### src/design/mbps_pkg.sv
package mbps_pkg;

	localparam int PAT_BYTES = 24;
	localparam int SPAN_W    = 5;
	localparam int OFFSET_W  = 25;
	localparam int CFG_IDX_W = 4;
	localparam int CFG_W     = 64;

	localparam logic [CFG_W-1:0]  CARE_LOW_RST = 64'h0000_0000_FFFF_FFFF;
	localparam logic [SPAN_W-1:0] SPAN_RST     = 5'd4;

	typedef enum logic [CFG_IDX_W-1:0] {
		REG_VALUE_LOW  = 4'd0,
		REG_VALUE_MID  = 4'd1,
		REG_VALUE_HIGH = 4'd2,
		REG_MASK_LOW   = 4'd3,
		REG_MASK_MID   = 4'd4,
		REG_MASK_HIGH  = 4'd5,
		REG_SPAN       = 4'd6,
		REG_BIAS       = 4'd7
	} cfg_reg_e;

	typedef struct packed {
		logic [7:0] data_byte;
		logic       last_byte;
	} in_t;

	typedef struct packed {
		logic                found;
		logic [OFFSET_W-1:0] offset;
	} out_t;

	typedef struct packed {
		logic [PAT_BYTES-1:0][7:0] value;
		logic [PAT_BYTES-1:0][7:0] mask;
		logic [SPAN_W-1:0]         span_raw;
		logic [SPAN_W-1:0]         bias;
	} cfg_t;

	// True when every bit selected by the mask agrees with the pattern.
	function automatic logic byte_hit(input logic [7:0] b, input logic [7:0] p,
			input logic [7:0] m);
		return ((b ^ p) & m) == 8'd0;
	endfunction

endpackage

### src/design/mbps_cell.sv
module mbps_cell
	import mbps_pkg::*;
(
	input  logic       clk,
	input  logic       arst_n,
	input  logic       shift_en,
	input  logic [7:0] byte_in,
	input  logic [7:0] pat_byte,
	input  logic [7:0] mask_byte,
	input  logic       cmp_en,
	output logic [7:0] byte_out,
	output logic       hit
);

	logic [7:0] byte_q;

	always_ff @(posedge clk or negedge arst_n) begin
		if (!arst_n) begin
			byte_q <= '0;
		end else if (shift_en) begin
			byte_q <= byte_in;
		end
	end

	// A cell outside the current span never blocks a match.
	assign hit      = !cmp_en || byte_hit(byte_q, pat_byte, mask_byte);
	assign byte_out = byte_q;

endmodule

### config.mk
export PLATFORM = sky130hd
export DESIGN_NAME = mbps_cell
export DESIGN_NICKNAME = d
export VERILOG_FILES = /design/src/design/mbps_pkg.sv /design/src/design/mbps_cell.sv
export SDC_FILE = /design/constraint.sdc
export NUM_CORES = 1
export LEC_CHECK = 0
export BUFFER_PORTS_ARGS = -buffer_cell sky130_fd_sc_hd__buf_4
export CAP_MARGIN = 15
export CORE_AREA = 2 2 39 41
export DETAILED_ROUTE_END_ITERATION = 8
export DIE_AREA = 0 0 41 43
export GPL_ROUTABILITY_DRIVEN = 0
export PLACE_DENSITY = 0.66
export RECOVER_POWER = 100
export SYNTH_ARGS = -nofsm -noshare
export SYNTH_HDL_FRONTEND = slang
export SYNTH_SLANG_ARGS = --single-unit
export TNS_END_PERCENT = 5
### constraint.sdc
create_clock -name clk -period 2.17 [get_ports clk]
set_clock_uncertainty 0.05 [all_clocks]
set_input_delay 0 -clock clk [delete_from_list [all_inputs] [get_ports clk]]
set_output_delay 0 -clock clk [all_outputs]
set_load 0.05 [all_outputs]
**After elaboration in Yosys (flattened, before gate mapping)**

Cells that the tools add are included.

- Register bits: 8
- Bits in latches: 0
- Memory bits (writable): 0
- Bits in read-only memories: 0
- Input bits: 28
- Output and inout port bits: 9
- Word-level logic and storage cells: 6
- Memories: 0

- $add $sub $neg: 0
- Multiply operators: 0
- Div/mod/pow operators: 0
- Magnitude comparators: 0
- Equal/unequal tests: 0
- Shift operators: 0
- Mux-type cells: 0
- Bitwise operators: 2
- Reduce and logical (&&, ||, !) cells: 3

Operators by type and width:

| kind | number |
|---|---|
| $and 8x8->8 | 1 |
| $logic_not 8->1 | 1 |
| $xor 8x8->8 | 1 |
| $logic_not 1->1 | 1 |
| $logic_or 1x1->1 | 1 |

**Longest topological paths before layout**

- Depth after elaboration: 4
- Depth in mapped cells: 3
- Gate-level depth less buffers: 3

**Worst setup path after synthesis**

No wires, ideal clock.

- Path type: reg-to-output
- From: register byte_q[6] (netlist: byte_out[6])
- To: output hit
- Arrival: 2,076 ps
- Path slack: 44 ps
- Cell stages (with the launch flop): 4
- Cell sequence: dfrtp_1 > xor2_1 > a22o_1 > o41ai_2

- Longest elaborated chain between the ends: 4

RTL lines:

| what | RTL line | text |
|---|---|---|
| start: declaration | mbps_cell.sv:15 | `logic [7:0] byte_q;` |
| start signal: assignment | mbps_cell.sv:21 | `byte_q <= byte_in;` |
| $xor 8x8->8 | mbps_pkg.sv:43 | `return ((b ^ p) & m) == 8'd0;` |
| $and 8x8->8 | mbps_pkg.sv:43 |  |
| $logic_not 8->1 | mbps_pkg.sv:43 |  |
| $logic_or 1x1->1 | mbps_cell.sv:26 | `assign hit = !cmp_en \|\| byte_hit(byte_q, pat_byte, mask_byte);` |
| end: declaration | mbps_cell.sv:12 | `output logic hit` |

Every way passes these cells.

**Final worst setup path**

Same ends and word-level chain as after synthesis.

==> summary.md <==
| Metric | Value |
|---|---|
| Status | completed |
| Synth cell count leaders | 8 x dfrtp_1, 8 x mux2_2, 8 x xor2_1 |
| Die Span Y | between 40 and 50 um |
| WL final | about 1200 um |
| Unrepaired setup endpoints after global routing | no |
| # fillers | 137 |
| # rows | 14 |
| Io pins | 37 |
| IR Drop Worst-Case VDD | 0.310 mV |
| Post-synthesis cell type count | 6 |
| PnR worst setup slack | 522 ps |
| Slowest stage delay, CP | 390 ps |
| Ranking of synthesized cells by area | dfrtp_1 48%, mux2_2 22%, xor2_1 17% |
| Pwr Total | ~470 uW |
| Slowest-stage cell, CP | dfrtp_1 |
| Max-slew headroom at the worst pin | about three fifths |
| Syn_area_per_cell | 13.9 um2 |
| Initial Utilization | 30.1% |
| CP Class | reg -> out |
| Synth Area in Adders | 0% |
| Diodes inserted | 0 |
| CTS tree | yes |
| Reg2reg setup slack | ~1300 ps |
| Final #Nets | 107 |
| Fin area | 781 um2 |
| Synth area leader | dfrtp_1 |
| Area of the core | 1380 um2 |
| H-tree Lvls | 1 |
| Compound-Gate Fraction of Synth Area | 12.3% |
| R2R Path End | byte_out[2] |
| Aggregate global-route resource usage | 15.6% |
| Layout area overhead | 87.4% |
| Post-synthesis register bit count | 8 |
| DIE WIDTH | 41 um |
| Max reg flops | 8 |
| Pre-antenna DRT Iters | 2 |
| Required @ worst endpoint | approximately 2100 ps |
| WHS Endpoint | byte_out[6] |
| Number of cells on the critical path | 4 |
| Final Hold Vio Count | 0 |
| # resized after CTS | 0 |
| CP endpoint kind | output port |
| Worst slack, placed | roughly 770 ps |
| Leakage | 0.000372 uW |
| Mapped Area | approximately 420 um2 |
| Area share of the largest cell type after synthesis | about half |
| # DRC | 0 |
| Clk buf depth | 2 |
| Ys flop type | dfrtp_1 |
| Total die area | 1760 um2 |
| R2R depth | 1 |
| Antenna violations before repair | 0 |
| Vias/cell | 4.38 |
| Final Core Density | 56.4% |
| Placed Area | 702 um2 |
| Post-CTS setup buffers | 0 |
| Antenna-violating nets left | 0 |
| Post-synth ARST share | between 90% and 100% |
| Top Family by Delay on Critical Path | compound AO/OA/AOI/OAI gates |
| First-pass GRT wire length | about 1700 um |
| R2R Path Start | byte_out[2] |
| Clock sink total | 8 |
| Post-synthesis xor/xnor area fraction | 16.8% |
| Synthesis Warnings | 0 |
| Num CTS Buffers | 3 |
| Number of synthesized flops with an enable pin | 0 |
| Clock latency on the worst-skew pair | 250 ps |
| Syn Nets | 58 |
| Fraction of the mapped netlist area in simple logic gates | 0% |
| Proportion of layout cells with a drive suffix above 1 | about 51% |
| CTS Hold Bufs | 9 |
| Mux cell area share after synthesis | a little over a fifth |
| Hold path depth | 2 |
| Post-synthesis instance total | 30 |
| Via count | about 410 |
| Number of global-route vias before repair | 394 |
| CTS root buf | clkbuf_4 |
| Max cap viols | 0 |
| Hold Startpoint | shift_en |
| Congestion Overflow GR | 0 |
| CP Max Fanout | 3 |
| WP data arrival | about 1600 ps |
| Startpoint Class | flip-flop |
| PwrDens | 599 nW/um2 |
| Setup TNS | 0 ps |
| Seq/Total Area, Yosys | 48.0% |
| Crit path time final | 1650 ps |
| 1st-iter DRT viols | 1 |
| CTS clk-pin slew, worst paths | around 50 ps |
| Buffers on Ports | 36 |
| Largest family of logic cells by synthesized area | multiplexers |
| Final worst-path cycle share | about three quarters |
| Fin. max-slew vios | 0 |
| Routed len/inst | 12.6 um |
| Max Clk Rate | just over 600 MHz |
| HP Class | in -> reg |
| Worst slew pin tran | around 610 ps |
| Final Setup Violations | 0 |
| CP Buf/Inv Count | 1 |
| Critical Path, Cell by Cell | xor2_1, a22o_1, o41ai_2, buf_4 |
| Largest net degree at the start of global routing | 9 |
metrics by stage:
stage | hold WS [ps] | std cells
finish | 35.1 | 93
global placement | -228 | 81
floorplan | -346 | 30
detailed placement | -228 | 81
global route | 29.8 | 93
CTS | 22.0 | 93
how the worst max path moves through the flow:
stage | slack [ps] | endpoint | startpoint
after floorplan | 40 | hit | byte_out[6]
after global placement | 800 | hit | byte_out[6]
after detailed placement | 770 | hit | byte_out[6]
after CTS | 490 | hit | byte_out[6]
after global routing | 440 | hit | byte_out[6]
final | 520 | hit | byte_out[6]
area by class of cell:
type                            count  area, um2  share of cell area, %
Tap cell                           16       20.0                   2.56
Timing Repair Buffer               45        327                   41.8
Clock buffer                        3       22.5                   2.88
Multi-Input combinational cell     21        211                   27.1
Sequential cell                     8        200                   25.6
cells in the final DEF, fill, tap and decap left out, drive strengths merged:
master | Yosys | final
mux2 | 8 | 8
buf | 1 | 24
a22o | 4 | 4
dfrtp | 8 | 8
dlygate4sd3 | 0 | 9
clkbuf | 0 | 15
o41ai | 1 | 1
xor2 | 8 | 8
power breakdown:
part           leakage [uW]  internal, uW  switching, uW
Sequential        0.0000935           165           13.7
Combinational      0.000264          79.4           99.2
Clock             0.0000138          63.1           47.7
Total              0.000372           307            161
cell families after synthesis:
group           after synthesis
compound gates                5
buf+inv                       1
mux                           8
xor+xnor                      8
flops                         8
routing by layer:
layer	global-route usage [%]	share of wire [%]
met1	15.8	37
met5	0	0
met3	3.66	4.6
met2	26.3	59
met4	10.0	0
(Power assumes the default switching activity.)
