$ cat src/design/mbps_pkg.sv
package mbps_pkg;

	localparam int PAT_BYTES = 24;
	localparam int SPAN_W    = 5;
	localparam int OFFSET_W  = 25;
	localparam int CFG_IDX_W = 4;
	localparam int CFG_W     = 64;

	localparam logic [CFG_W-1:0]  CARE_LOW_RST = 64'h0000_0000_FFFF_FFFF;
	localparam logic [SPAN_W-1:0] SPAN_RST     = 5'd4;

	typedef enum logic [CFG_IDX_W-1:0] {
		REG_VALUE_LOW  = 4'd0,
		REG_VALUE_MID  = 4'd1,
		REG_VALUE_HIGH = 4'd2,
		REG_MASK_LOW   = 4'd3,
		REG_MASK_MID   = 4'd4,
		REG_MASK_HIGH  = 4'd5,
		REG_SPAN       = 4'd6,
		REG_BIAS       = 4'd7
	} cfg_reg_e;

	typedef struct packed {
		logic [7:0] data_byte;
		logic       last_byte;
	} in_t;

	typedef struct packed {
		logic                found;
		logic [OFFSET_W-1:0] offset;
	} out_t;

	typedef struct packed {
		logic [PAT_BYTES-1:0][7:0] value;
		logic [PAT_BYTES-1:0][7:0] mask;
		logic [SPAN_W-1:0]         span_raw;
		logic [SPAN_W-1:0]         bias;
	} cfg_t;

	// True when every bit selected by the mask agrees with the pattern.
	function automatic logic byte_hit(input logic [7:0] b, input logic [7:0] p,
			input logic [7:0] m);
		return ((b ^ p) & m) == 8'd0;
	endfunction

endpackage

$ cat src/design/mbps_cfg.sv
module mbps_cfg
	import mbps_pkg::*;
(
	input  logic                 clk,
	input  logic                 arst_n,
	input  logic                 wr_en,
	input  logic [CFG_IDX_W-1:0] wr_index,
	input  logic [CFG_W-1:0]     wr_data,
	output cfg_t                 cfg
);

	logic [2:0][CFG_W-1:0] value_q;
	logic [2:0][CFG_W-1:0] mask_q;
	logic [SPAN_W-1:0]     span_q;
	logic [SPAN_W-1:0]     bias_q;

	always_ff @(posedge clk or negedge arst_n) begin
		if (!arst_n) begin
			value_q <= '0;
			mask_q  <= {{CFG_W{1'b0}}, {CFG_W{1'b0}}, CARE_LOW_RST};
			span_q  <= SPAN_RST;
			bias_q  <= '0;
		end else if (wr_en) begin
			unique case (wr_index)
				REG_VALUE_LOW:  value_q[0] <= wr_data;
				REG_VALUE_MID:  value_q[1] <= wr_data;
				REG_VALUE_HIGH: value_q[2] <= wr_data;
				REG_MASK_LOW:   mask_q[0]  <= wr_data;
				REG_MASK_MID:   mask_q[1]  <= wr_data;
				REG_MASK_HIGH:  mask_q[2]  <= wr_data;
				REG_SPAN:       span_q     <= wr_data[SPAN_W-1:0];
				REG_BIAS:       bias_q     <= wr_data[SPAN_W-1:0];
				default: ;
			endcase
		end
	end

	assign cfg.value    = value_q;
	assign cfg.mask     = mask_q;
	assign cfg.span_raw = span_q;
	assign cfg.bias     = bias_q;

endmodule

$ cat config.mk
export PLATFORM = sky130hd
export DESIGN_NAME = mbps_cfg
export DESIGN_NICKNAME = d
export VERILOG_FILES = /design/src/design/mbps_pkg.sv /design/src/design/mbps_cfg.sv
export SDC_FILE = /design/constraint.sdc
export NUM_CORES = 1
export LEC_CHECK = 0
export BUFFER_PORTS_ARGS = -buffer_cell sky130_fd_sc_hd__buf_2
export CORE_AREA = 2 2 182 184
export CTS_CLUSTER_DIAMETER = 200
export DETAILED_ROUTE_END_ITERATION = 8
export DIE_AREA = 0 0 184 186
export PLACE_DENSITY = 0.74
export SYNTH_ARGS = -nofsm -noshare
export SYNTH_HDL_FRONTEND = slang
export SYNTH_SLANG_ARGS = --single-unit
$ cat constraint.sdc
create_clock -name clk -period 1.3 [get_ports clk]
set_clock_uncertainty 0.2 [all_clocks]
set_input_delay 0 -clock clk [delete_from_list [all_inputs] [get_ports clk]]
set_output_delay 0 -clock clk [all_outputs]
set_load 0.02 [all_outputs]
* Word level (Yosys, flattened, before mapping)
Cells that the tools add are included. Widths: inputs -> output; s select.
Word-level totals: output and inout port bits 394, word-level logic and storage cells 24, bits in registers 394, input bits 71
Operators by class: equality and inequality tests 7, reductions and logical operators 9
Operator list (number):
- $eq 4x3->1 const B | 4
- $reduce_and 2->1 | 8
- $eq 4x2->1 const B | 2
- $eq 4x1->1 const B | 1
- $logic_not 4->1 | 1

* Longest topological paths before layout
Gate-level depths: netlist of the first run.
depth in word-level cells 2, depth in mapped cells 5, gate-level depth less buffers 3

* Worst setup path after synthesis of the first run
No wires, ideal clock.
kind input port to flip-flop, from in wr_index[3], to reg mask_q (netlist bit cfg[42]), required time 0.975 ns, buffers on the path 2, setup slack -0.097 ns, library setup time 0.125 ns, cell stages on the path 5, arrival 1.072 ns, path through nor3b_2 and3_1 buf_4 buf_6 mux2_2
Between the ends: cells in the longest elaborated chain, start to end 2
RTL lines:
- start, declared | RTL line mbps_cfg.sv:7 | input logic [CFG_IDX_W-1:0] wr_index,
- $eq 4x2->1 | RTL line mbps_cfg.sv:24 | unique case (wr_index)
- $reduce_and 2->1 (no line)
- end signal, assigned | RTL line mbps_cfg.sv:20 | mask_q <= {{CFG_W{1'b0}}, {CFG_W{1'b0}}, CARE_LOW_RST};
- end, declared | RTL line mbps_cfg.sv:13 | logic [2:0][CFG_W-1:0] mask_q;
No other way between the ends. A chain may end at the register's enable or synchronous reset.

* Final worst setup path of the first run
from reg mask_q (netlist bit cfg[23]), to out cfg[23] (netlist name)
RTL lines:
- end, declared | RTL line mbps_cfg.sv:9 | output cfg_t cfg
No word-level cell between the ends.

==> results of run 1 <==
## layer usage
metal,wire length (um),part of all wire (%),up-vias
li1,-,-,4353
met5,0,0,-
met3,4030,8.7,116
met1,17400,38,5312
met2,23100,50,460
met4,1640,3.5,0
## cell usage after synthesis, types with 2 or more instances
| cell | count | area [um^2] |
|---|---|---|
| mux2_4 | 60 | 901 |
| mux2_2 | 334 | 3760 |
| buf_4 | 9 | 67.6 |
| dfstp_2 | 33 | 867 |
| nor3b_1 | 2 | 15.0 |
| buf_2 | 7 | 35.0 |
| dfrtp_1 | 361 | 9030 |
| buf_12 | 6 | 120 |
| nor2_1 | 2 | 7.51 |
| buf_6 | 19 | 214 |
| nand3b_1 | 2 | 15.0 |
## worst paths after layout
| kind | startpoint | to | cells after the start |
|---|---|---|---|
| min in group clk | wr_index[0] | cfg[278] | 4 |
| max in group asynchronous | arst_n | cfg[98] | 3 |
| max | cfg[23] | cfg[23] | 1 |
| min | arst_n | cfg[262] | 2 |
| max reg2reg | cfg[44] | cfg[44] | 3 |
| min reg2reg | cfg[252] | cfg[252] | 1 |
## per-stage QoR
stage	hold slack (ns)	instance area (um^2)	power, mW	setup slack (ns)	cells
detailed placement	-0.283	18500	28.2	-0.338	1730
floorplan	-0.496	15400	23.6	-0.0912	841
global route	-0.232	22800	45.6	-0.144	1964
CTS	-0.242	21000	40.8	-0.120	1892
finish	-0.242	22800	44.0	-0.101	1964
global placement	-0.284	18500	27.9	-0.319	1730
## what timing repair did
action,in CTS,in global routing
setup endpoints to repair,66,285
gates cloned,0,0
setup buffers,23,72
endpoints found under the hold margin,788,15
resized for setup,120,447
## sequential cells by signal, summed over array words and instances, names as in the netlist
signal  flops
span_q      5
cfg       384
bias_q      5
## logic make-up after synthesis
kind of cell / after synthesis
buffers and inverters: 41
flip-flops: 394
AND/OR/NAND/NOR: 12
multiplexers: 394
## power by group through the flow
stage	logic, mW	registers [mW]	clock network (mW)
floorplan	3.09	20.5	0
global placement	11.1	16.9	0
detailed placement	11.3	16.9	0
CTS	12.2	16.9	11.7
global route	15.6	17.7	12.3
finish	14.9	17.4	11.6
## area by class of cell
type	instances	area share, %
Timing Repair Buffer	682	26.6
Clock buffer	65	5.34
Sequential cell	394	43.5
Tap cell	408	2.24
Multi-Input combinational cell	406	22.0
Clock inverter	9	0.450
==> flow_summary.json, run 1 <==
{
  "dpl.hpwl_um": 27500,
  "grt_pass1_vias": 10494,
  "finalSetupTns_ns": -2.90,
  "synth_edf_count": 0,
  "maxCapViolCount": 0,
  "worst_pin_slew_ns": 0.533,
  "yosysUniqueCellTypes": 17,
  "num_rows": 66,
  "p_leak_nw": 11.3,
  "nNetsFinal": 1595,
  "drive_above_1_share_pct": 71.3,
  "violations": "negative hold slack, negative setup slack",
  "antenna_found_initial": 0,
  "drt_iter0_drc": 438,
  "slowest_stage": "dfstp_2",
  "netSwitchingFraction_pct": 31.8,
  "gr-usage-all-layers_pct": 23.7,
  "worstHoldPathType": "in2async",
  "final_common_cell": "dfrtp_1",
  "drcViolationCount": 0,
  "htreeDepth": 2,
  "setup_slack_ns": -0.101,
  "cts_hold_buf": 65,
  "synth_xor_area_share_pct": 0,
  "top_usage_layer": "met2",
  "clk_latency_ns": 0.53,
  "synthSimpleGateAreaFrac_pct": 0.613,
  "n_fill_cell": 1893,
  "muxShareOfSynthArea_pct": 30.9,
  "initial_core_util_pct": 46.9,
  "dr.pass1.iters": 4,
  "synth_top_family_by_area": "multiplexers",
  "avgSynthCellArea_um2": 17.9,
  "grtUsageMet3_pct": 8.22,
  "die-area_um2": 34200,
  "syn_to_final_growth_pct": 51.0,
  "max_stage_delay_ns": 0.55,
  "hold_viol": 20,
  "regArea_um2": 9900,
  "cp-end-kind": "output pin",
  "place.gp.congestion": 0.785,
  "finalCritPeriodShare_pct": 108,
  "grt_pass1_wl_um": 62200,
  "rrSetupSlack_ns": 0.06,
  "path_clk_slew_ns": 0.06,
  "path_class": "reg2out",
  "p_seq_share_pct": 39.6,
  "worst-path-max-fanout": 2,
  "power.share.clock_pct": 26.4,
  "grt_use_met1_pct": 28.6,
  "routed-via-count": 10241,
  "critPathRequiredTime_ns": 1.10,
  "yosys_register_bits": 394,
  "start_kind": "flop",
  "cts_tree": "yes",
  "multi_input_area_um2": 5000,
  "detail-route-antenna-nets": 0,
  "synthAdderAreaFrac_pct": 0,
  "mostFrequentLayoutCells": "dfrtp_1 (361), mux2_2 (275), buf_6 (246), buf_2 (180), buf_4 (167)",
  "rsz0062_at_grt": "true",
  "critPathTopFamily": "flip-flops",
  "power_density_nw_per_um2": 1930,
  "ir_drop_uv": 1430,
  "clockBufferDepth": 3,
  "setup_viol": 37,
  "crit_buf_inv": 1,
  "grt_max_degree": 55,
  "synth_seq_area_share_pct": 65.6,
  "ys.flop_type": "dfrtp_1",
  "synth-compound-area-share_pct": 0,
  "synth_nets": 912,
  "top_level_ports": 465,
  "syn_inst": 841,
  "vias_per_cell": 5.21,
  "slew_violations": 0,
  "slew_headroom_pct": 64.4,
  "overflow": 0,
  "max_freq_mhz": 714,
  "port_buffers": 464,
  "cts_sinks": 394,
  "final_util_pct": 70.7,
  "diodes": 0,
  "p_comb_share_pct": 33.9,
  "wire_per_inst_um": 23.5,
  "crit_chain": "buf_6",
  "cts_made_buffers": 40,
  "yosys_warnings": 0,
  "die_h_um": 186,
  "finalWorstPathRequiredPeriod_ns": 1.40,
  "use_met2_pct": 40.1,
  "p_sw_mw": 14.0,
  "die_x_um": 184,
  "crit_arrival_ns": 1.20,
  "status": "complete, but fails checks",
  "async_flop_share_pct": 100,
  "holdWs_ns": -0.242,
  "core_area_um2": 32200,
  "wl_um": 46200,
  "synth_area_um2": 15100,
  "intPower_mw": 30.0,
  "cts-root-buf": "clkbuf_16"
}
(Power assumes the default switching activity.)
==> run 2, diff against run 1 <==
--- a/config.mk
+++ b/config.mk
@@ -6,11 +6,10 @@
 export NUM_CORES = 1
 export LEC_CHECK = 0
 export BUFFER_PORTS_ARGS = -buffer_cell sky130_fd_sc_hd__buf_2
-export CORE_AREA = 2 2 182 184
+export CORE_MARGIN = 2
+export CORE_UTILIZATION = 35
 export CTS_CLUSTER_DIAMETER = 200
 export DETAILED_ROUTE_END_ITERATION = 8
-export DIE_AREA = 0 0 184 186
-export PLACE_DENSITY = 0.74
 export SYNTH_ARGS = -nofsm -noshare
 export SYNTH_HDL_FRONTEND = slang
 export SYNTH_SLANG_ARGS = --single-unit
==> flow_summary.json, run 2 (synthesis gave the netlist of run 1 again) <==
{
  "hold_viol": 92,
  "place.gp.congestion": 0.764,
  "final_common_cell": "buf_6",
  "path_clk_slew_ns": 0.07,
  "slew_violations": 0,
  "crit_buf_inv": 1,
  "critPathTopFamily": "flip-flops",
  "final_cells": 2167,
  "start_kind": "flop",
  "maxCapViolCount": 0,
  "crit_chain": "buf_6",
  "detail-route-antenna-nets": 0,
  "initial_core_util_pct": 35.3,
  "multi_input_area_um2": 5000,
  "cp-end-kind": "output pin",
  "dr.pass1.iters": 4,
  "slowest_stage": "dfstp_2",
  "critPathRequiredTime_ns": 1.10,
  "p_leak_nw": 11.8,
  "largest_reg_flops": 384,
  "clockBufferDepth": 3,
  "drive_above_1_share_pct": 72.5,
  "crit_arrival_ns": 1.22,
  "cts_sinks": 394,
  "die-area_um2": 44800,
  "clk_latency_ns": 0.55,
  "slew_headroom_pct": 74.1,
  "grt_max_degree": 57,
  "rsz0062_at_grt": "true",
  "max_freq_mhz": 703,
  "finalWorstPathRequiredPeriod_ns": 1.42,
  "worst_pin_slew_ns": 0.388,
  "fin_area_um2": 24400,
  "htreeDepth": 2,
  "setup_slack_ns": -0.122,
  "n_fill_cell": 3241,
  "overflow": 0,
  "routed-via-count": 10121,
  "holdWs_ns": -0.293,
  "power_density_nw_per_um2": 1880,
  "cts_made_buffers": 43,
  "setup_viol": 54,
  "worstHoldPathType": "in2async",
  "port_buffers": 464,
  "top_level_ports": 465,
  "post_dp_cell_area_um2": 18800,
  "drcViolationCount": 0,
  "die_h_um": 212,
  "syn_to_final_growth_pct": 61.4,
  "worst-path-max-fanout": 2,
  "max_stage_delay_ns": 0.54,
  "drt_iter0_drc": 439,
  "finalCritPeriodShare_pct": 109,
  "cts_tree": "yes",
  "vias_per_cell": 4.67,
  "nNetsFinal": 1658,
  "antenna_found_initial": 1,
  "pre_cts_slack_ns": -0.456,
  "status": "complete, but fails checks",
  "wire_per_inst_um": 20.8,
  "mostFrequentLayoutCells": "buf_6 (394), dfrtp_1 (361), mux2_2 (275), buf_4 (184), mux2_4 (119)",
  "grt_pass1_vias": 10978,
  "finalSetupTns_ns": -3.86,
  "cts-root-buf": "clkbuf_16",
  "regArea_um2": 9900,
  "dp.cells": 1880,
  "die_x_um": 212,
  "num_rows": 76,
  "grt_pass1_wl_um": 67600,
  "path_class": "reg2out",
  "core_area_um2": 42800,
  "dpl.hpwl_um": 29600,
  "ir_drop_uv": 1390,
  "gr-usage-all-layers_pct": 19.8,
  "wl_um": 45100,
  "violations": "negative hold slack, negative setup slack"
}
==> run 2: cell types whose count changed in the layout (fill, tap and decap cells not counted), sizes merged <==
cell / previous run / this run
dlygate4sd3: 65 / 66
bufinv: 2 / 1
clkinv: 5 / 10
diode: 0 / 1
dlymetal6s4s: 0 / 1
buf: 617 / 675
clkinvlp: 0 / 2
inv: 2 / 0
==> run 2: layout make-up <==
| type | instances | share of cell area, % |
|---|---|---|
| sequential | 394 | 40.6 |
| timing repair buffer | 742 | 30.3 |
| multi-input combinational | 406 | 20.5 |
| clock buffer | 65 | 5.26 |
| tap | 546 | 2.80 |
| clock inverter | 13 | 0.406 |
| antenna | 1 | 0.0103 |
==> run 2: repair_timing <==
| action | 4_1_cts | 5_1_grt |
|---|---|---|
| endpoints found under the hold margin | 788 | 47 |
| setup endpoints to repair | 394 | 399 |
| gates resized for setup | 788 | 1 |
| hold buffers | 66 | 1 |
| buffers inserted | 91 | 50 |
==> run 2: routing by layer <==
metal / global-route usage (%) / vias up / wire length [um]
met3: 6.25 / 90 / 3140
met1: 25.3 / 5196 / 19200
li1: - / 4473 / -
met2: 31.5 / 360 / 21300
met5: 0 / - / 11
met4: 7.16 / 2 / 1520
==> run 2: power breakdown <==
part	switching (mW)	internal, mW	total [mW]
Clock	4.88	7.00	11.9
Combinational	7.02	9.34	16.4
Sequential	2.20	15.3	17.5
Total	14.1	31.7	45.8
==> run 2: path summary, 6_finish.rpt <==
path / startpoint / slack [ns] / depth (start not counted) / end
max: cfg[23] / -0.12 / 1 / cfg[23]
min: arst_n / -0.29 / 2 / cfg[337]
max reg2reg: cfg[56] / 0.06 / 3 / cfg[56]
min reg2reg: cfg[386] / 0.33 / 1 / cfg[386]
max in group asynchronous: arst_n / -0.02 / 4 / cfg[160]
min in group clk: wr_index[0] / -0.11 / 4 / cfg[74]
==> run 2: stage by stage <==
stage / total power, mW / utilization (%)
2_1_floorplan: 23.6 / -
3_5_place_dp: 28.3 / 43.9
4_1_cts: 45.5 / 56.0
5_1_grt: 47.7 / 56.9
6_report: 45.8 / 56.9
3_3_place_gp: 28.1 / 43.9
==> run 3, diff against run 2 <==
--- a/config.mk
+++ b/config.mk
@@ -6,6 +6,7 @@
 export NUM_CORES = 1
 export LEC_CHECK = 0
 export BUFFER_PORTS_ARGS = -buffer_cell sky130_fd_sc_hd__buf_2
+export CORE_ASPECT_RATIO = 1.4
 export CORE_MARGIN = 2
 export CORE_UTILIZATION = 35
 export CTS_CLUSTER_DIAMETER = 200
==> flow_summary.json, run 3 (synthesis gave the netlist of run 1 again) <==
{
  "port_buffers": 464,
  "critPathRequiredTime_ns": 1.10,
  "rrSetupSlack_ns": 0.05,
  "slew_violations": 0,
  "grtUsageMet3_pct": 3.68,
  "htreeDepth": 2,
  "holdWs_ns": -0.228,
  "worstHoldPathType": "in2async",
  "drcViolationCount": 0,
  "cts-root-buf": "clkbuf_16",
  "dp.cells": 1874,
  "p_comb_share_pct": 36.1,
  "final_cells": 2149,
  "post_dp_cell_area_um2": 18700,
  "initial_core_util_pct": 35.3,
  "worst_pin_slew_ns": 0.471,
  "nNetsFinal": 1637,
  "dpl.hpwl_um": 29500,
  "cts_hold_buf": 66,
  "clockBufferDepth": 3,
  "max_freq_mhz": 706,
  "p_seq_share_pct": 39.0,
  "routed-via-count": 10090,
  "gr-usage-all-layers_pct": 18.9,
  "setup_viol": 33,
  "cts_sinks": 394,
  "crit_chain": "buf_6",
  "finalCritPeriodShare_pct": 109,
  "wire_per_inst_um": 20.7,
  "pre_cts_slack_ns": -0.315,
  "netSwitchingFraction_pct": 31.2,
  "rsz0062_at_grt": "true",
  "syn_to_final_growth_pct": 58.8,
  "regArea_um2": 9900,
  "critPathTopFamily": "flip-flops",
  "top_level_ports": 465,
  "grt_pass1_vias": 10742,
  "antenna_found_initial": 1,
  "final_util_pct": 56.0,
  "grt_use_met1_pct": 22.1,
  "timing.rr.start": "cfg[46]",
  "drive_above_1_share_pct": 72.2,
  "power_density_nw_per_um2": 1870,
  "slowest_stage": "dfstp_2",
  "p_leak_nw": 11.6,
  "die-area_um2": 44800,
  "ff2ff_path_depth": 3,
  "num_rows": 90,
  "final_common_cell": "buf_6",
  "crit_arrival_ns": 1.22,
  "setup_slack_ns": -0.117,
  "mostFrequentLayoutCells": "buf_6 (372), dfrtp_1 (361), mux2_2 (275), buf_4 (183), mux2_4 (119)",
  "hold_viol": 32,
  "violations": "negative hold slack, negative setup slack",
  "largest_reg_flops": 384,
  "p_sw_mw": 14.0,
  "die_x_um": 180,
  "cts_tree": "yes",
  "path_class": "reg2out",
  "clk_latency_ns": 0.53,
  "crit_buf_inv": 1,
  "power.share.clock_pct": 24.9,
  "grt_max_degree": 45,
  "die_h_um": 250,
  "fin_area_um2": 24000,
  "intPower_mw": 30.9,
  "path_clk_slew_ns": 0.07,
  "use_met2_pct": 33.0,
  "status": "complete, but fails checks",
  "core_area_um2": 42800,
  "wl_um": 44500,
  "cts_made_buffers": 39,
  "max_stage_delay_ns": 0.55,
  "cp-end-kind": "output pin",
  "grt_pass1_wl_um": 66100,
  "top_usage_layer": "met2",
  "power_mw": 44.9,
  "startpoint": "cfg[14]",
  "ir_drop_uv": 1550,
  "start_kind": "flop",
  "dr.pass1.iters": 4,
  "detail-route-antenna-nets": 0,
  "n_fill_cell": 3315,
  "overflow": 0,
  "finalWorstPathRequiredPeriod_ns": 1.42,
  "multi_input_area_um2": 5010,
  "vias_per_cell": 4.70,
  "slew_headroom_pct": 68.6,
  "worst-path-max-fanout": 2,
  "place.gp.congestion": 0.801,
  "maxCapViolCount": 0,
  "drt_iter0_drc": 326,
  "timing.rr.end": "cfg[46]"
}
[run 3: timing repair]
item                                   4_1_cts  5_1_grt
gates resized for setup                    564      193
setup endpoints to repair                  294      369
gates cloned                                 0        0
pin swaps                                    0        1
buffers inserted                            74       64
endpoints found under the hold margin      788       32
[run 3: power by group through the flow]
stage	registers, mW	logic (mW)	clock network, mW
after floorplan	20.5	3.09	0
after global placement	16.9	11.3	0
after detailed placement	17.0	11.4	0
after CTS	17.3	14.8	11.5
after global routing	17.8	16.9	11.9
final	17.5	16.2	11.2
[run 3: stage by stage]
stage	TNS (ns)	hold WS [ns]
6_report	-3.23	-0.228
5_1_grt	-6.85	-0.207
4_1_cts	-4.80	-0.229
3_5_place_dp	-85.42	-0.248
3_3_place_gp	-80.27	-0.248
2_1_floorplan	-9.56	-0.496
[run 3: routing by layer]
metal / routed length (um) / vias up
met5: 0 / -
met3: 2130 / 103
li1: - / 4423
met1: 16900 / 5232
met2: 23400 / 332
met4: 2080 / 0
[run 3: cell type report]
class | count | share of cell area [%]
timing repair buffer | 725 | 29.7
tap | 552 | 2.88
multi-input combinational | 406 | 20.9
antenna | 1 | 0.0104
sequential | 394 | 41.3
clock inverter | 13 | 0.569
clock buffer | 58 | 4.67
[run 3: worst max-delay path by stage]
stage	endpoint	slack, ns	cells after the start
after floorplan	cfg[100]	-0.09	5
after global placement	cfg[34]	-0.29	6
after detailed placement	cfg[33]	-0.32	6
after CTS	cfg[14]	-0.14	1
after global routing	cfg[14]	-0.16	1
final	cfg[14]	-0.12	1
